$ cat config.mk
export PLATFORM = sky130hd
export DESIGN_NAME = ffc_angle_mod
export DESIGN_NICKNAME = d
export VERILOG_FILES = /design/src/rtl/ffc_pkg.sv /design/src/rtl/ffc_angle_mod.sv
export SDC_FILE = /design/constraint.sdc
export NUM_CORES = 1
export LEC_CHECK = 0
export BUFFER_PORTS_ARGS = -buffer_cell sky130_fd_sc_hd__buf_2
export CORE_MARGIN = 4
export CORE_UTILIZATION = 45
export CTS_CLUSTER_DIAMETER = 120
export DETAILED_ROUTE_END_ITERATION = 7
export HOLD_SLACK_MARGIN = 0.02
export PLACE_DENSITY = 0.74
export REMOVE_ABC_BUFFERS = 1
export SYNTH_ARGS = -nofsm -noshare
export SYNTH_HDL_FRONTEND = slang
export SYNTH_SLANG_ARGS = --single-unit
$ cat constraint.sdc
create_clock -name clk -period 2.7 [get_ports clk]
set_input_delay 0.405 -clock clk [delete_from_list [all_inputs] [get_ports clk]]
set_output_delay 0.405 -clock clk [all_outputs]
set_load 0.02 [all_outputs]
$ cat src/rtl/ffc_pkg.sv
// ----------------------------------------------------------------------------
// Formation follow controller package
// Shared angle constants, the CORDIC arctangent table, register indexes and
// the sideband types carried along the pipeline.
// ----------------------------------------------------------------------------
package ffc_pkg;

	localparam int DEF_FRAC_BITS = 16;
	localparam int ANG_BITS      = 30;
	localparam int ANG_W         = 35;
	localparam int CORDIC_STAGES = 30;
	localparam int PRESCALE      = 24;

	localparam logic signed [ANG_W-1:0] PI_A      = 35'sd3373259426;
	localparam logic signed [ANG_W-1:0] HALF_PI_A = 35'sd1686629713;
	localparam logic signed [ANG_W-1:0] TWO_PI_A  = 35'sd6746518852;
	localparam logic signed [ANG_W-1:0] GAIN_K    = 35'sd652032874;

	localparam logic signed [ANG_W-1:0] ARCTAB [CORDIC_STAGES] = '{
		35'sd843314857, 35'sd497837829, 35'sd263043837, 35'sd133525159,
		35'sd67021687, 35'sd33543516, 35'sd16775851, 35'sd8388437,
		35'sd4194283, 35'sd2097149, 35'sd1048576, 35'sd524288,
		35'sd262144, 35'sd131072, 35'sd65536, 35'sd32768,
		35'sd16384, 35'sd8192, 35'sd4096, 35'sd2048,
		35'sd1024, 35'sd512, 35'sd256, 35'sd128,
		35'sd64, 35'sd32, 35'sd16, 35'sd8,
		35'sd4, 35'sd2
	};

	typedef enum logic [2:0] {
		REG_OFFSET_FORWARD = 3'd0,
		REG_OFFSET_LATERAL = 3'd1,
		REG_ERROR_GAIN     = 3'd2,
		REG_WIDTH_LIMIT    = 3'd3,
		REG_FORCED_TURN    = 3'd4
	} cfg_reg_t;

	localparam logic signed [31:0] RST_OFFSET_FORWARD = 32'sd196608;
	localparam logic signed [31:0] RST_OFFSET_LATERAL = 32'sd131072;
	localparam logic [20:0]        RST_ERROR_GAIN     = 21'd13107;
	localparam logic [30:0]        RST_WIDTH_LIMIT    = 31'd131072;
	localparam logic signed [17:0] RST_FORCED_TURN    = 18'sd65536;

	typedef struct packed {
		logic signed [31:0]      px;
		logic signed [31:0]      py;
		logic signed [31:0]      v;
		logic signed [31:0]      rate;
		logic signed [31:0]      ex_p;
		logic signed [31:0]      ey_p;
		logic signed [31:0]      es;
		logic [30:0]             widest;
		logic signed [ANG_W-1:0] ew;
		logic                    neg;
	} side_t;

	typedef struct packed {
		logic signed [31:0]      es;
		logic [30:0]             widest;
		logic signed [ANG_W-1:0] ew;
		logic                    zero;
	} vside_t;

	function automatic logic signed [31:0] sat32(input logic signed [71:0] v);
		if (v > 72'sd2147483647) begin
			return 32'sh7fffffff;
		end else if (v < -72'sd2147483648) begin
			return 32'sh80000000;
		end
		return v[31:0];
	endfunction

endpackage

$ cat src/rtl/ffc_angle_mod.sv
// ----------------------------------------------------------------------------
// Angle reduction pipeline
// Scales a fixed-point angle to Q30 and reduces it modulo two pi into
// (-pi, pi], one conditional subtraction per stage.
// ----------------------------------------------------------------------------
module ffc_angle_mod
	import ffc_pkg::*;
#(
	parameter int FRAC_BITS = DEF_FRAC_BITS
) (
	input  logic                    clk,
	input  logic                    en,
	input  logic signed [31:0]      angle,
	output logic signed [ANG_W-1:0] wrapped
);

	localparam int K     = ANG_BITS - FRAC_BITS;
	localparam int MAG_W = 32 + K;
	localparam logic [MAG_W-1:0] T_MAG = MAG_W'(TWO_PI_A);
	localparam logic [32:0] T33  = TWO_PI_A[32:0];

	logic             neg_s [K+1];
	logic [MAG_W-1:0] rem_s [K+1];
	logic [31:0]      abs_in;
	logic [32:0]      m;
	logic [32:0]      fix_s;
	logic signed [ANG_W-1:0] fx;

	assign abs_in = angle[31] ? 32'(-angle) : 32'(angle);

	always_ff @(posedge clk) begin
		if (en) begin
			neg_s[0] <= angle[31];
			rem_s[0] <= {abs_in, {K{1'b0}}};
		end
	end

	for (genvar j = 0; j < K; j++) begin : g_step
		localparam logic [MAG_W-1:0] STEP = T_MAG << (K - 1 - j);
		always_ff @(posedge clk) begin
			if (en) begin
				neg_s[j+1] <= neg_s[j];
				rem_s[j+1] <= (rem_s[j] >= STEP) ? rem_s[j] - STEP : rem_s[j];
			end
		end
	end

	assign m  = rem_s[K][32:0];
	assign fx = signed'({2'b00, fix_s});

	always_ff @(posedge clk) begin
		if (en) begin
			fix_s   <= (neg_s[K] && m != 33'd0) ? T33 - m : m;
			wrapped <= (fx > PI_A) ? fx - TWO_PI_A : fx;
		end
	end

endmodule

Word-level counts from Yosys, hierarchy flattened
Memory sizes are Yosys's and may differ from the RTL's.
Index checks and enable logic that the tools add are counted.
{"block": "word_totals", "ff_bits": 67, "ramBits": 705, "inputBits": 34, "out_inout_bits": 35, "wordCells": 58, "memories": 2}
{"memory": "rem_s", "words": 15, "width": 46, "read_ports": 15, "rd_clocked_by_memory_dff": 0, "wr": 15, "line_no": "ffc_angle_mod.sv:23", "text": "logic [MAG_W-1:0] rem_s [K+1];"}
{"memory": "neg_s", "words": 15, "width": 1, "read_ports": 15, "rd_clocked_by_memory_dff": 0, "wr": 15, "line_no": "ffc_angle_mod.sv:22", "text": "logic neg_s [K+1];"}
{"block": "op_classes", "addsub": 17, "n_lt_le_gt_ge": 15, "muxes": 19, "n_reduce_logical": 2}
{"operator": "two-way mux 46 bit", "n": 14}
{"operator": "two-way mux 33 bit", "n": 2}
{"operator": ">= comparator 46 x 33 -> 1 bit (second input constant)", "n": 1}
{"operator": ">= comparator 46 x 34 -> 1 bit (second input constant)", "n": 1}
{"operator": ">= comparator 46 x 35 -> 1 bit (second input constant)", "n": 1}
{"operator": ">= comparator 46 x 36 -> 1 bit (second input constant)", "n": 1}
{"operator": ">= comparator 46 x 37 -> 1 bit (second input constant)", "n": 1}
{"operator": ">= comparator 46 x 38 -> 1 bit (second input constant)", "n": 1}
{"operator": ">= comparator 46 x 39 -> 1 bit (second input constant)", "n": 1}
{"operator": ">= comparator 46 x 40 -> 1 bit (second input constant)", "n": 1}
{"operator": ">= comparator 46 x 41 -> 1 bit (second input constant)", "n": 1}
{"operator": ">= comparator 46 x 42 -> 1 bit (second input constant)", "n": 1}
{"operator": ">= comparator 46 x 43 -> 1 bit (second input constant)", "n": 1}
{"operator": ">= comparator 46 x 44 -> 1 bit (second input constant)", "n": 1}
{"operator": ">= comparator 46 x 45 -> 1 bit (second input constant)", "n": 1}
{"operator": ">= comparator 46 bit (second input constant)", "n": 1}
{"operator": "subtractor 46 x 33 -> 46 bit (second input constant)", "n": 1}
{"operator": "subtractor 46 x 34 -> 46 bit (second input constant)", "n": 1}
{"operator": "subtractor 46 x 35 -> 46 bit (second input constant)", "n": 1}
{"operator": "subtractor 46 x 36 -> 46 bit (second input constant)", "n": 1}
{"operator": "subtractor 46 x 37 -> 46 bit (second input constant)", "n": 1}
{"operator": "subtractor 46 x 38 -> 46 bit (second input constant)", "n": 1}
{"operator": "subtractor 46 x 39 -> 46 bit (second input constant)", "n": 1}
{"operator": "subtractor 46 x 40 -> 46 bit (second input constant)", "n": 1}
{"operator": "14 further kinds", "n": 15}

Logic depth before layout (Yosys ltp)
Gate-level depths: netlist (run 1).
An unclocked memory read counts as a cell.
{"block": "depth", "word_depth": 4, "ltp_mapped": 11, "ltp_nobuf": 10}

Worst setup path after synthesis (run 1)
No wires, ideal clock.
{"block": "synth_path", "path_kind": "register to register", "start": "mem rem_s[0][60] (netlist name)", "end": "mem rem_s[0][137] (netlist name) (data pin)", "setup_time_ns": 0.260, "arrival_ns": 2.716, "required_ns": 2.440, "slack_ns": -0.276, "stages_incl_launch_ff": 11, "path_buffers": 1, "period_less_slack_ns": 2.976, "path_cell_list": "edfxtp_1 > inv_1 > ha_1 > or3b_2 > a21o_1 > a41oi_1 > o21ai_0 > a221oi_1 > clkbuf_1 > nor2_1 > mux2_2"}
{"item": "from (decl)", "line_no": "ffc_angle_mod.sv:23"}

==> results of run 1 <==
[worst reg2reg max path, cell delays in order (launching register included)]
cell and delay [ns]:
sky130_fd_sc_hd__edfxtp_1 0.38, sky130_fd_sc_hd__or3_4 0.40, sky130_fd_sc_hd__or4_4 0.42, sky130_fd_sc_hd__or3_4 0.35, sky130_fd_sc_hd__or4_4 0.45, sky130_fd_sc_hd__a211oi_4 0.18
sky130_fd_sc_hd__buf_6 0.15, sky130_fd_sc_hd__buf_12 0.12, sky130_fd_sc_hd__clkbuf_16 0.16, sky130_fd_sc_hd__or4_4 0.12, sky130_fd_sc_hd__xnor2_1 0.05
[cell type report]
class / count / area (um^2) / share of cell area
inverter: 80 / 317 / 0.00799
clock inverter: 29 / 285 / 0.00720
tap: 969 / 1210 / 0.0306
sequential: 623 / 18700 / 0.472
clock buffer: 88 / 1840 / 0.0465
multi-input combinational: 2244 / 14700 / 0.370
timing repair buffer: 330 / 2590 / 0.0654
[routing by layer]
| metal | global-route usage | vias up |
|---|---|---|
| met5 | 0 | - |
| met4 | 0.0808 | 0 |
| met3 | 0.0253 | 227 |
| met2 | 0.328 | 657 |
| met1 | 0.192 | 11599 |
| li1 | - | 11795 |
[power breakdown]
group / internal [mW] / leakage (nW) / switching (mW)
Combinational: 4.31 / 7.24 / 4.72
Sequential: 14.2 / 6.08 / 2.43
Clock: 5.14 / 1.03 / 3.77
Total: 23.7 / 14.4 / 10.9
[state kept, by name, indices dropped and copies added, names as in the netlist]
name     cells
rem_s      545
wrapped     32
neg_s       15
fix_s       31
[cells in the final DEF, fill, tap and decap left out, types with 14 or more instances in the layout]
cell type	Yosys	final
sky130_fd_sc_hd__nor3_1	124	116
sky130_fd_sc_hd__edfxtp_1	623	623
sky130_fd_sc_hd__ha_1	18	17
sky130_fd_sc_hd__nand3_1	92	91
sky130_fd_sc_hd__xnor2_1	296	296
sky130_fd_sc_hd__a21o_1	28	28
sky130_fd_sc_hd__o31ai_1	33	32
sky130_fd_sc_hd__a211oi_1	23	23
sky130_fd_sc_hd__or4_1	26	21
sky130_fd_sc_hd__buf_2	1	67
sky130_fd_sc_hd__o21ai_0	130	122
sky130_fd_sc_hd__or3_1	39	36
sky130_fd_sc_hd__nand2_1	274	274
sky130_fd_sc_hd__nor2_1	270	265
sky130_fd_sc_hd__inv_1	75	71
sky130_fd_sc_hd__o211ai_1	19	19
sky130_fd_sc_hd__nand2b_1	37	36
sky130_fd_sc_hd__o21bai_1	15	15
sky130_fd_sc_hd__nand4_1	33	33
sky130_fd_sc_hd__and3_1	19	19
sky130_fd_sc_hd__buf_12	0	16
sky130_fd_sc_hd__and2_1	39	38
sky130_fd_sc_hd__clkbuf_1	60	17
sky130_fd_sc_hd__a31oi_1	24	24
sky130_fd_sc_hd__buf_4	3	234
sky130_fd_sc_hd__a21boi_0	16	14
sky130_fd_sc_hd__xor2_1	255	255
sky130_fd_sc_hd__a21oi_1	119	116
sky130_fd_sc_hd__clkbuf_16	0	72
sky130_fd_sc_hd__nor4_1	71	64
sky130_fd_sc_hd__or2_2	29	29
sky130_fd_sc_hd__o21a_1	25	24
[repair_timing]
action / in CTS / in global routing
pin swaps: 5 / 25
hold buffers: 1 / 0
setup endpoints to repair: 80 / 203
gates cloned: 1 / 3
endpoints found under the hold margin: 1 / 0
setup buffers: 5 / 19
gates resized for setup: 22 / 74
[path summary, 6_finish.rpt]
check                              startpoint             to  slack, ns  cells after the start
worst max-delay path            rem_s[1][173]  rem_s[1][220]      -0.34                     10
worst min-delay path                angle[18]   rem_s[0][32]       0.10                      2
worst max register to register  rem_s[1][173]  rem_s[1][220]      -0.34                     10
worst min register to register    neg_s[1][4]    neg_s[1][5]       0.42                      0
[cell families (layout without fill, tap and decap cells)]
kind of cell | count (synthesis) | after routing | synth area share
flip-flops | 623 | 623 | 0.556
AND/OR/NAND/NOR | 1132 | 1132 | 0.167
buffers and inverters | 158 | 527 | 0.0190
adder cells (fa/ha/maj) | 18 | 18 | 0.00669
other | 1 | 2 | 0.000111
AO/OA/AOI/OAI | 535 | 535 | 0.105
multiplexers | 6 | 6 | 0.00201
XOR/XNOR | 551 | 551 | 0.143
[through the flow]
| step | setup WS [ns] | instances | hold slack (ns) |
|---|---|---|---|
| global route | -0.404 | 4363 | 0.0770 |
| detailed placement | -0.380 | 4217 | 0.406 |
| finish | -0.337 | 4363 | 0.104 |
| CTS | -0.352 | 4341 | 0.0686 |
| global placement | -0.299 | 4217 | 0.401 |
| floorplan | -1.02 | 2947 | 0.400 |
==> metrics.log, run 1 <==
[metrics] grt total ovfl: 0
[metrics] setup TNS after final layout: -11.60 ns
[metrics] nets: 3401
[metrics] worst-case headroom to the max-slew limit: 0.560
[metrics] starting density of the core: 0.453
[metrics] sequential fraction of the synthesis area: 0.556
[metrics] wire length of the first global-routing pass: 115 mm
[metrics] proportion of synthesized flip-flops having asynchronous set or reset: 0
[metrics] Synth Instances: 3024
[metrics] filler cell count: 6243
[metrics] WS Path Type: reg2reg
[metrics] Pwr per Cell Area: 873 nW/um^2
[metrics] number of synthesized register bits: 623
[metrics] cell with the most instances on the worst path: sky130_fd_sc_hd__or4_4
[metrics] core box area: 74300 um^2
[metrics] element type at the critical path end: register
[metrics] Final Max Tran Viols: 0
[metrics] total die area: 79200 um^2
[metrics] average detailed-routed wire length per instance: 16.2 um
[metrics] Tightest Hold Check Type: in2reg
[metrics] timing-limited maximum frequency: 329 MHz
[metrics] clock edge transition at the registers on the reported setup and hold paths: 0.06 ns
[metrics] number of synthesized flops with an enable pin: 623
[metrics] arrival time worst endpoint: 3.39 ns
[metrics] overall power of the completed layout: 34.6 mW
[metrics] metal2 WL: 37.7 mm
[metrics] violated checks: negative setup slack
[metrics] std cell rows: 100
[metrics] setup repair after global routing missed its margin: true
[metrics] most instantiated flip-flop cell in the synthesis netlist: sky130_fd_sc_hd__edfxtp_1
[metrics] TritonCTS clock tree: done
[metrics] Post-Route Skew: 0.0331 ns
[metrics] Hold Vio Cnt, Final: 0
[metrics] total via count in the routed design: 24278
[metrics] yosys synthesis warning count: 0
[metrics] antenna violations before repair: 0
[metrics] number of detailed-routing iterations run before antenna repair: 5
[metrics] post-synthesis average cell area: 11.1 um^2
[metrics] slowest stage cell on the critical path: sky130_fd_sc_hd__or4_4
[metrics] sum of routed wire length over all layers: 70.8 mm
[metrics] post-synthesis cell area: 33600 um^2
[metrics] highest metal layer with signal wires: met4
[metrics] worst endpoint required time: 3.05 ns
[metrics] critical path launch point type: register
[metrics] area share of the largest cell type after synthesis: 0.556
[metrics] gate family responsible for the most delay along the worst path: simple AND/OR/NAND/NOR gates
[metrics] share of layout cells above drive strength 1: 0.159
[metrics] maximum number of pins on one net before global-route repair: 116
[metrics] Cell variety after synth: 77
[metrics] number of setup violations in the final report: 42
[metrics] cell-by-cell trace of the critical path: or3_4 -> or4_4 -> or3_4 -> or4_4 -> a211oi_4 -> buf_6 -> buf_12 -> clkbuf_16 -> or4_4 -> xnor2_1
[metrics] final antenna-violating net count: 0
[metrics] final core utilization: 0.533
[metrics] Max-cap violations: 0
[metrics] Clk Latency, worst-skew pair: 0.62 ns
[metrics] worst vdd ir: 0.594 mV
[metrics] most used standard cells in the synthesized netlist: sky130_fd_sc_hd__edfxtp_1 (623), sky130_fd_sc_hd__xnor2_1 (296), sky130_fd_sc_hd__nand2_1 (274)
[metrics] final weighted congestion of routability-driven global placement: 0.900
[metrics] total routed wire length on the met1 layer: 27.1 mm
[metrics] slowest cell delay on critical path: 0.45 ns
[metrics] maximum root-to-sink buffer count: 3
[metrics] min setup slack post-route: -0.337 ns
[metrics] Global Route Usage Sum: 0.174
[metrics] Worst Path Buf+Inv: 3
[metrics] mean number of vias per cell: 5.56
[metrics] floorplan die width: 281 um
[metrics] number of buffers created by CTS: 70
[metrics] Final Critical Period: 3.04 ns
[metrics] LEAKAGE: 14.4 nW
[metrics] number of global-route vias before repair: 23695
[metrics] area of all placed cells without fillers: 39600 um^2
[metrics] slew at the pin with the worst max-slew slack: 0.652 ns
[metrics] final clock period utilization by the worst path: 1.12
[metrics] worst-path fanout max: 6
[metrics] number of design-rule violations left by the first detailed-router iteration: 1553
[metrics] number of remaining DRC errors: 0
[metrics] count of clock tree sinks: 623
[metrics] layout-stage area growth over the synthesis result: 17.7%
[metrics] antenna cells: 0
[metrics] vertical extent of the die: 281 um
[metrics] count of input and output buffers: 66
[metrics] placed standard-cell area: 36800 um^2
[metrics] top-level port count: 69
[metrics] number of H-tree branching levels: 3
[metrics] outcome: complete, but fails checks
[metrics] root buffer cell: sky130_fd_sc_hd__clkbuf_16
[metrics] detailed placer's ending HPWL: 51.2 mm
[metrics] top cells by area in the synthesized netlist: sky130_fd_sc_hd__edfxtp_1 (56%), sky130_fd_sc_hd__xnor2_1 (7.7%), sky130_fd_sc_hd__xor2_1 (6.6%)
[metrics] cell accounting for the most synthesized area: sky130_fd_sc_hd__edfxtp_1
[metrics] Routed met3 length: 2.82 mm
[metrics] cell with the most instances after synthesis: sky130_fd_sc_hd__edfxtp_1
(Power assumes the default switching activity.)
==> run 2: changes to the inputs <==
- CORE_MARGIN: 4 -> not set
- PLACE_DENSITY: 0.74 -> 0.71
- clock period: 2.7 -> 3.1 ns (I/O delays scaled with it)
==> metrics.log, run 2 (synthesized netlist as in run 1, its figures left out) <==
[metrics] timing-limited maximum frequency: 326 MHz (-1.0%)
[metrics] Tightest Hold Check Type: in2reg
[metrics] min setup slack post-route: 0.0306 ns (+0.368 ns)
[metrics] detailed placer's ending HPWL: 49.9 mm (-2.7%)
[metrics] number of global-route vias before repair: 22491 (-5.1%)
[metrics] number of setup violations in the final report: 0 (-100%)
[metrics] clock edge transition at the registers on the reported setup and hold paths: 0.06 ns (about the same)
[metrics] outcome: finished, final reports clean
[metrics] WS Path Type: reg2reg
[metrics] flip-flop count of the largest register after layout: 545 (unchanged)
[metrics] floorplan die width: 275 um (-2.1%)
[metrics] top-level port count: 69 (unchanged)
[metrics] number of hold-repair buffers added at the cts stage: 0 (-1)
[metrics] worst vdd ir: 0.426 mV (-28%)
[metrics] number of H-tree branching levels: 3 (unchanged)
[metrics] count of input and output buffers: 66 (unchanged)
[metrics] sum of routed wire length over all layers: 67.9 mm (-4.1%)
[metrics] antenna cells: 0 (unchanged)
[metrics] std cell rows: 99 (-1.0%)
[metrics] critical path launch point type: register
[metrics] antenna violations before repair: 0 (unchanged)
[metrics] root buffer cell: sky130_fd_sc_hd__clkbuf_16
[metrics] worst-case headroom to the max-slew limit: 0.537 (-0.0225)
[metrics] Global Route Usage Sum: 0.178 (+0.00452)
[metrics] most frequent cells in the layout: sky130_fd_sc_hd__edfxtp_1 (623), sky130_fd_sc_hd__xnor2_1 (296), sky130_fd_sc_hd__nand2_1 (274)
[metrics] Post-Route Skew: 0.0281 ns (-0.00498 ns)
[metrics] starting density of the core: 0.458 (+0.00534)
[metrics] layout-stage area growth over the synthesis result: 12.8%
[metrics] final weighted congestion of routability-driven global placement: 0.913 (+1.4%)
[metrics] wire length of the first global-routing pass: 110 mm (-3.7%)
[metrics] Max-cap violations: 0 (unchanged)
[metrics] hold slack: 0.0968 ns (-0.00757 ns)
[metrics] vertical extent of the die: 275 um (-2.1%)
[metrics] maximum number of pins on one net before global-route repair: 77 (-34%)
[metrics] element type at the critical path end: register
[metrics] Final Critical Period: 3.07 ns (+0.0320 ns)
[metrics] nets: 3228 (-5.1%)
[metrics] maximum root-to-sink buffer count: 3 (unchanged)
[metrics] average detailed-routed wire length per instance: 16.2 um (about the same)
[metrics] commonest non-fill, non-tap cell in the layout: sky130_fd_sc_hd__edfxtp_1
[metrics] Pwr per Cell Area: 783 nW/um^2 (-10%)
[metrics] slew at the pin with the worst max-slew slack: 0.687 ns (+0.0348 ns)
[metrics] setup slack at placement: 0.0103 ns (+0.390 ns)
[metrics] arrival time worst endpoint: 3.42 ns (+0.03 ns)
[metrics] number of remaining DRC errors: 0 (unchanged)
[metrics] top register by number of flip-flops: rem_s
[metrics] mean number of vias per cell: 5.53 (-0.69%)
[metrics] worst endpoint required time: 3.45 ns (+0.40 ns)
[metrics] number of detailed-routing iterations run before antenna repair: 5 (unchanged)
[metrics] setup repair after global routing missed its margin: true
[metrics] number of buffers created by CTS: 69 (-1.4%)
[metrics] leading registers by flop count: rem_s x545, wrapped x32, fix_s x31
[metrics] Final Max Tran Viols: 0 (unchanged)
[metrics] worst-path fanout max: 14 (+8)
[metrics] number of design-rule violations left by the first detailed-router iteration: 1677 (+8.0%)
[metrics] total via count in the routed design: 23126 (-4.7%)
[metrics] grt total ovfl: 0 (unchanged)
[metrics] share of layout cells above drive strength 1: 0.0976 (-0.0609)
[metrics] LEAKAGE: 13.5 nW (-6.2%)
[metrics] core box area: 73500 um^2 (-1.2%)
[metrics] setup TNS after final layout: 0 ns (+11.60 ns)
[metrics] final antenna-violating net count: 0 (unchanged)
[metrics] total die area: 75900 um^2 (-4.2%)
[metrics] count of clock tree sinks: 623 (unchanged)
[metrics] area of all placed cells without fillers: 38000 um^2 (-4.1%)
[metrics] Hold Vio Cnt, Final: 0 (unchanged)
[metrics] placed standard-cell area: 35600 um^2 (-3.3%)
[metrics] final clock period utilization by the worst path: 0.990 (-0.135)
[metrics] TritonCTS clock tree: done
[metrics] Clk Latency, worst-skew pair: 0.61 ns (about the same)
-- run 2: critical path: stages, from the launching register on --
cell and delay, ns:
sky130_fd_sc_hd__edfxtp_1 0.38, sky130_fd_sc_hd__or3_4 0.39, sky130_fd_sc_hd__or4_4 0.43, sky130_fd_sc_hd__or3_4 0.35, sky130_fd_sc_hd__or4_4 0.44, sky130_fd_sc_hd__a211oi_4 0.24, sky130_fd_sc_hd__buf_6 0.17, sky130_fd_sc_hd__clkbuf_16 0.18
sky130_fd_sc_hd__nor2_1 0.06, sky130_fd_sc_hd__xor2_1 0.15
-- run 2: path summary, 6_finish.rpt --
| check | from | end | slack (ns) | cells after the start |
|---|---|---|---|---|
| max | rem_s[1][175] | rem_s[1][215] | 0.03 | 9 |
| min | angle[0] | rem_s[0][14] | 0.1 | 1 |
| max reg2reg | rem_s[1][175] | rem_s[1][215] | 0.03 | 9 |
| min reg2reg | neg_s[1][3] | neg_s[1][4] | 0.42 | 0 |
-- run 2: area by class of cell --
type | instances | area [um^2]
clock buffers | 81 | 1810
clock inverters | 40 | 409
fillers | 6332 | 35500
inverters | 80 | 308
multi-input cells | 2244 | 14300
flip-flops and latches | 623 | 18700
well taps | 959 | 1200
repair buffers | 158 | 1180
-- run 2: report_power, final --
part | switching (mW) | internal (mW) | total [mW]
logic | 3.80 | 3.26 | 7.06
clock network | 3.31 | 4.72 | 8.03
registers | 2.24 | 12.4 | 14.6
total | 9.35 | 20.4 | 29.7
-- run 2: stage by stage --
stage	total power [mW]	instances	util
finish	29.7	4185	0.517
CTS	29.9	4178	0.515
global route	31.4	4185	0.517
global placement	21.6	4057	0.485
detailed placement	21.8	4057	0.485
floorplan	19.3	2947	-
-- run 2: metal layers --
metal / vias up / part of all wire / routed length, um / GRT usage
met4: 0 / 0.035 / 2370 / 0.0746
met1: 10966 / 0.39 / 26700 / 0.198
met5: - / 0 / 0 / 0
met2: 507 / 0.53 / 36300 / 0.336
li1: 11475 / - / - / -
met3: 178 / 0.037 / 2540 / 0.0274
-- run 2: repair_timing --
item | CTS | global route
setup buffers | 0 | 5
endpoints found under the setup margin | 0 | 34
gates resized for setup | 0 | 8
==> run 3: changes to the inputs <==
- BUFFER_PORTS_ARGS: -buffer_cell sky130_fd_sc_hd__buf_2 -> -buffer_cell sky130_fd_sc_hd__buf_4
==> metrics.log, run 3 (synthesized netlist as in run 1, its figures left out) <==
[metrics] std cell rows: 99 (unchanged)
[metrics] floorplan die width: 275 um (unchanged)
[metrics] Clk Latency, worst-skew pair: 0.62 ns (about the same)
[metrics] Pwr per Cell Area: 779 nW/um^2 (-0.49%)
[metrics] setup TNS after final layout: -0.0963 ns (-0.0963 ns)
[metrics] starting density of the core: 0.458 (unchanged)
[metrics] grt total ovfl: 0 (unchanged)
[metrics] final clock period utilization by the worst path: 1.01 (+0.0194)
[metrics] Worst Path Buf+Inv: 2 (unchanged)
[metrics] WHS Endpoint: rem_s[0][14]
[metrics] number of detailed-routing iterations run before antenna repair: 5 (unchanged)
[metrics] startpoint of the most critical register-to-register path: rem_s[1][175]
[metrics] minimum setup slack among reg-to-reg paths: -0.03 ns (-0.06 ns)
[metrics] mean number of vias per cell: 5.55 (+0.46%)
[metrics] area of all placed cells without fillers: 38100 um^2 (+0.33%)
[metrics] sum of routed wire length over all layers: 67.6 mm (-0.34%)
[metrics] endpoint of the lowest-slack register-to-register path: rem_s[1][210]
[metrics] worst vdd ir: 0.515 mV (+21%)
[metrics] worst-case headroom to the max-slew limit: 0.514 (-0.0231)
[metrics] number of hold-repair buffers added at the cts stage: 0 (unchanged)
[metrics] timing-limited maximum frequency: 320 MHz (-1.9%)
[metrics] leading registers by flop count: rem_s x545, wrapped x32, fix_s x31
[metrics] combinational share of power: 0.240 (+0.003)
[metrics] average detailed-routed wire length per instance: 16.2 um (about the same)
[metrics] arrival time worst endpoint: 3.46 ns (+0.04 ns)
[metrics] element type at the critical path end: register
[metrics] worst-path fanout max: 7 (-7)
[metrics] Max-cap violations: 0 (unchanged)
[metrics] TritonCTS clock tree: done
[metrics] Final Max Tran Viols: 0 (unchanged)
[metrics] min setup slack post-route: -0.0295 ns (-0.0601 ns)
[metrics] total via count in the routed design: 23155 (+0.13%)
[metrics] WS Path Type: reg2reg
[metrics] slew at the pin with the worst max-slew slack: 0.721 ns (+0.0343 ns)
[metrics] setup slack at placement: -0.0274 ns (-0.0377 ns)
[metrics] antenna cells: 0 (unchanged)
[metrics] path depth of the worst reg2reg path: 9 (unchanged)
[metrics] hold slack: 0.0670 ns (-0.0297 ns)
[metrics] flip-flop count of the largest register after layout: 545 (unchanged)
[metrics] maximum root-to-sink buffer count: 3 (unchanged)
[metrics] slowest stage cell on the critical path: sky130_fd_sc_hd__or4_4
[metrics] top-level port count: 69 (unchanged)
[metrics] gate family responsible for the most delay along the worst path: simple AND/OR/NAND/NOR gates
[metrics] placed standard-cell area: 35800 um^2 (+0.45%)
[metrics] share of layout cells above drive strength 1: 0.0940 (-0.00362)
[metrics] startpoint of the lowest-slack hold path: angle[0]
[metrics] final antenna-violating net count: 0 (unchanged)
[metrics] Tightest Hold Check Type: in2reg
[metrics] Clock Power Share: 0.268 (-0.002)
[metrics] Flop pwr share: 0.493 (about the same)
[metrics] detailed placer's ending HPWL: 49.8 mm (about the same)
[metrics] vertical extent of the die: 275 um (unchanged)
[metrics] number of H-tree branching levels: 3 (unchanged)
[metrics] Post-Route Skew: 0.0233 ns (-0.00482 ns)
[metrics] setup repair after global routing missed its margin: true
[metrics] power dissipated by switching net loads: 9.31 mW (-0.40%)
[metrics] nets: 3218 (-0.31%)
[metrics] worst endpoint required time: 3.44 ns (about the same)
[metrics] number of global-route vias before repair: 22475 (-0.071%)
[metrics] final weighted congestion of routability-driven global placement: 0.909 (-0.44%)
[metrics] number of design-rule violations left by the first detailed-router iteration: 1562 (-6.9%)
[metrics] total die area: 75900 um^2 (unchanged)
[metrics] count of input and output buffers: 66 (unchanged)
[metrics] most frequent cells in the layout: sky130_fd_sc_hd__edfxtp_1 (623), sky130_fd_sc_hd__xnor2_1 (296), sky130_fd_sc_hd__nand2_1 (274)
[metrics] number of setup violations in the final report: 9 (+9)
[metrics] antenna violations before repair: 0 (unchanged)
[metrics] WHS Path Cells: 1 (unchanged)
[metrics] cell-by-cell trace of the critical path: or3_4 -> or4_4 -> or3_4 -> or4_4 -> a211oi_4 -> buf_4 -> clkbuf_16 -> nor3b_1 -> xor2_1
[metrics] count of clock tree sinks: 623 (unchanged)
[metrics] violated checks: negative setup slack
[metrics] Hold Vio Cnt, Final: 0 (unchanged)
[metrics] Final Critical Period: 3.13 ns (+0.0601 ns)
[metrics] top register by number of flip-flops: rem_s
[metrics] number of buffers created by CTS: 69 (unchanged)
[metrics] core box area: 73500 um^2 (unchanged)
[metrics] outcome: complete, but fails checks
[metrics] critical path launch point type: register
[metrics] clock edge transition at the registers on the reported setup and hold paths: 0.06 ns (about the same)
[metrics] maximum number of pins on one net before global-route repair: 74 (-3.9%)
[metrics] LEAKAGE: 13.5 nW (+0.12%)
[metrics] net switching fraction of the power: 0.314 (-0.000759)
[metrics] Global Route Usage Sum: 0.176 (-0.00204)
[metrics] filler cell count: 6348 (+0.25%)
[metrics] number of remaining DRC errors: 0 (unchanged)
[metrics] layout-stage area growth over the synthesis result: 13.2%
[metrics] cell internal pwr: 20.4 mW (about the same)
[metrics] commonest non-fill, non-tap cell in the layout: sky130_fd_sc_hd__edfxtp_1
[metrics] wire length of the first global-routing pass: 109 mm (-1.0%)
[metrics] root buffer cell: sky130_fd_sc_hd__clkbuf_16
[metrics] slowest cell delay on critical path: 0.44 ns (about the same)
-- run 3: cell count changes in the layout (fill, tap and decap cells not counted), moves of 4 or more --
cell                        before  now
sky130_fd_sc_hd__clkbuf_1       10   14
sky130_fd_sc_hd__buf_2          65    0
sky130_fd_sc_hd__clkinv_1       18   13
sky130_fd_sc_hd__clkinv_16       0    4
sky130_fd_sc_hd__buf_12          9   13
sky130_fd_sc_hd__inv_16          4    0
sky130_fd_sc_hd__buf_4          80  131
-- run 3: worst max path at each step --
stage / startpoint / end / slack [ns] / cells past startpoint
floorplan: rem_s[1][173] / rem_s[1][222] / -0.62 / 7
global placement: angle[5] / rem_s[0][43] / -0.01 / 9
detailed placement: angle[5] / rem_s[0][45] / -0.03 / 9
CTS: rem_s[1][175] / rem_s[1][199] / 0.01 / 9
global route: rem_s[1][175] / rem_s[1][210] / -0.1 / 9
finish: rem_s[1][175] / rem_s[1][210] / -0.03 / 9
-- run 3: final cells by class --
cell class	count	area (um^2)	share of cell area
Clock buffer	83	1780	0.0467
Timing Repair Buffer	148	1320	0.0347
Sequential cell	623	18700	0.491
Multi-Input combinational cell	2244	14300	0.376
Inverter	80	303	0.00795
Tap cell	959	1200	0.0315
Clock inverter	34	440	0.0116
-- run 3: worst reg2reg max path: cells and delay by family, from the launching register on --
kind            cells  cell delay, ns
compound gates      1            0.27
buf+inv             2            0.33
simple gates        5            1.70
xor+xnor            1            0.16
flops               1            0.39
-- run 3: power by group through the flow --
stage	Sequential, mW	Clock (mW)	Combinational [mW]
after floorplan	14.2	0	5.09
after global placement	14.7	0	7.01
after detailed placement	14.7	0	7.13
after CTS	14.6	8.14	7.16
after global routing	14.9	8.47	7.94
final	14.6	7.94	7.11
-- run 3: what timing repair did --
item,in CTS,in global routing
resized for setup,0,7
endpoints found under the setup margin,0,18
setup buffers,0,2
-- run 3: routing by layer --
layer,vias up,part of all wire,GRT usage
met5,-,0,0
li1,11462,-,-
met4,0,0.031,0.0683
met3,156,0.035,0.0274
met1,11026,0.40,0.194
met2,511,0.54,0.336
-- run 3: through the flow --
stage                     cells  power [mW]   util
after floorplan            2947        19.3      -
after global placement     4050        21.7  0.487
after detailed placement   4050        21.9  0.487
after CTS                  4167        29.9  0.517
after global routing       4171        31.3  0.519
final                      4171        29.7  0.519
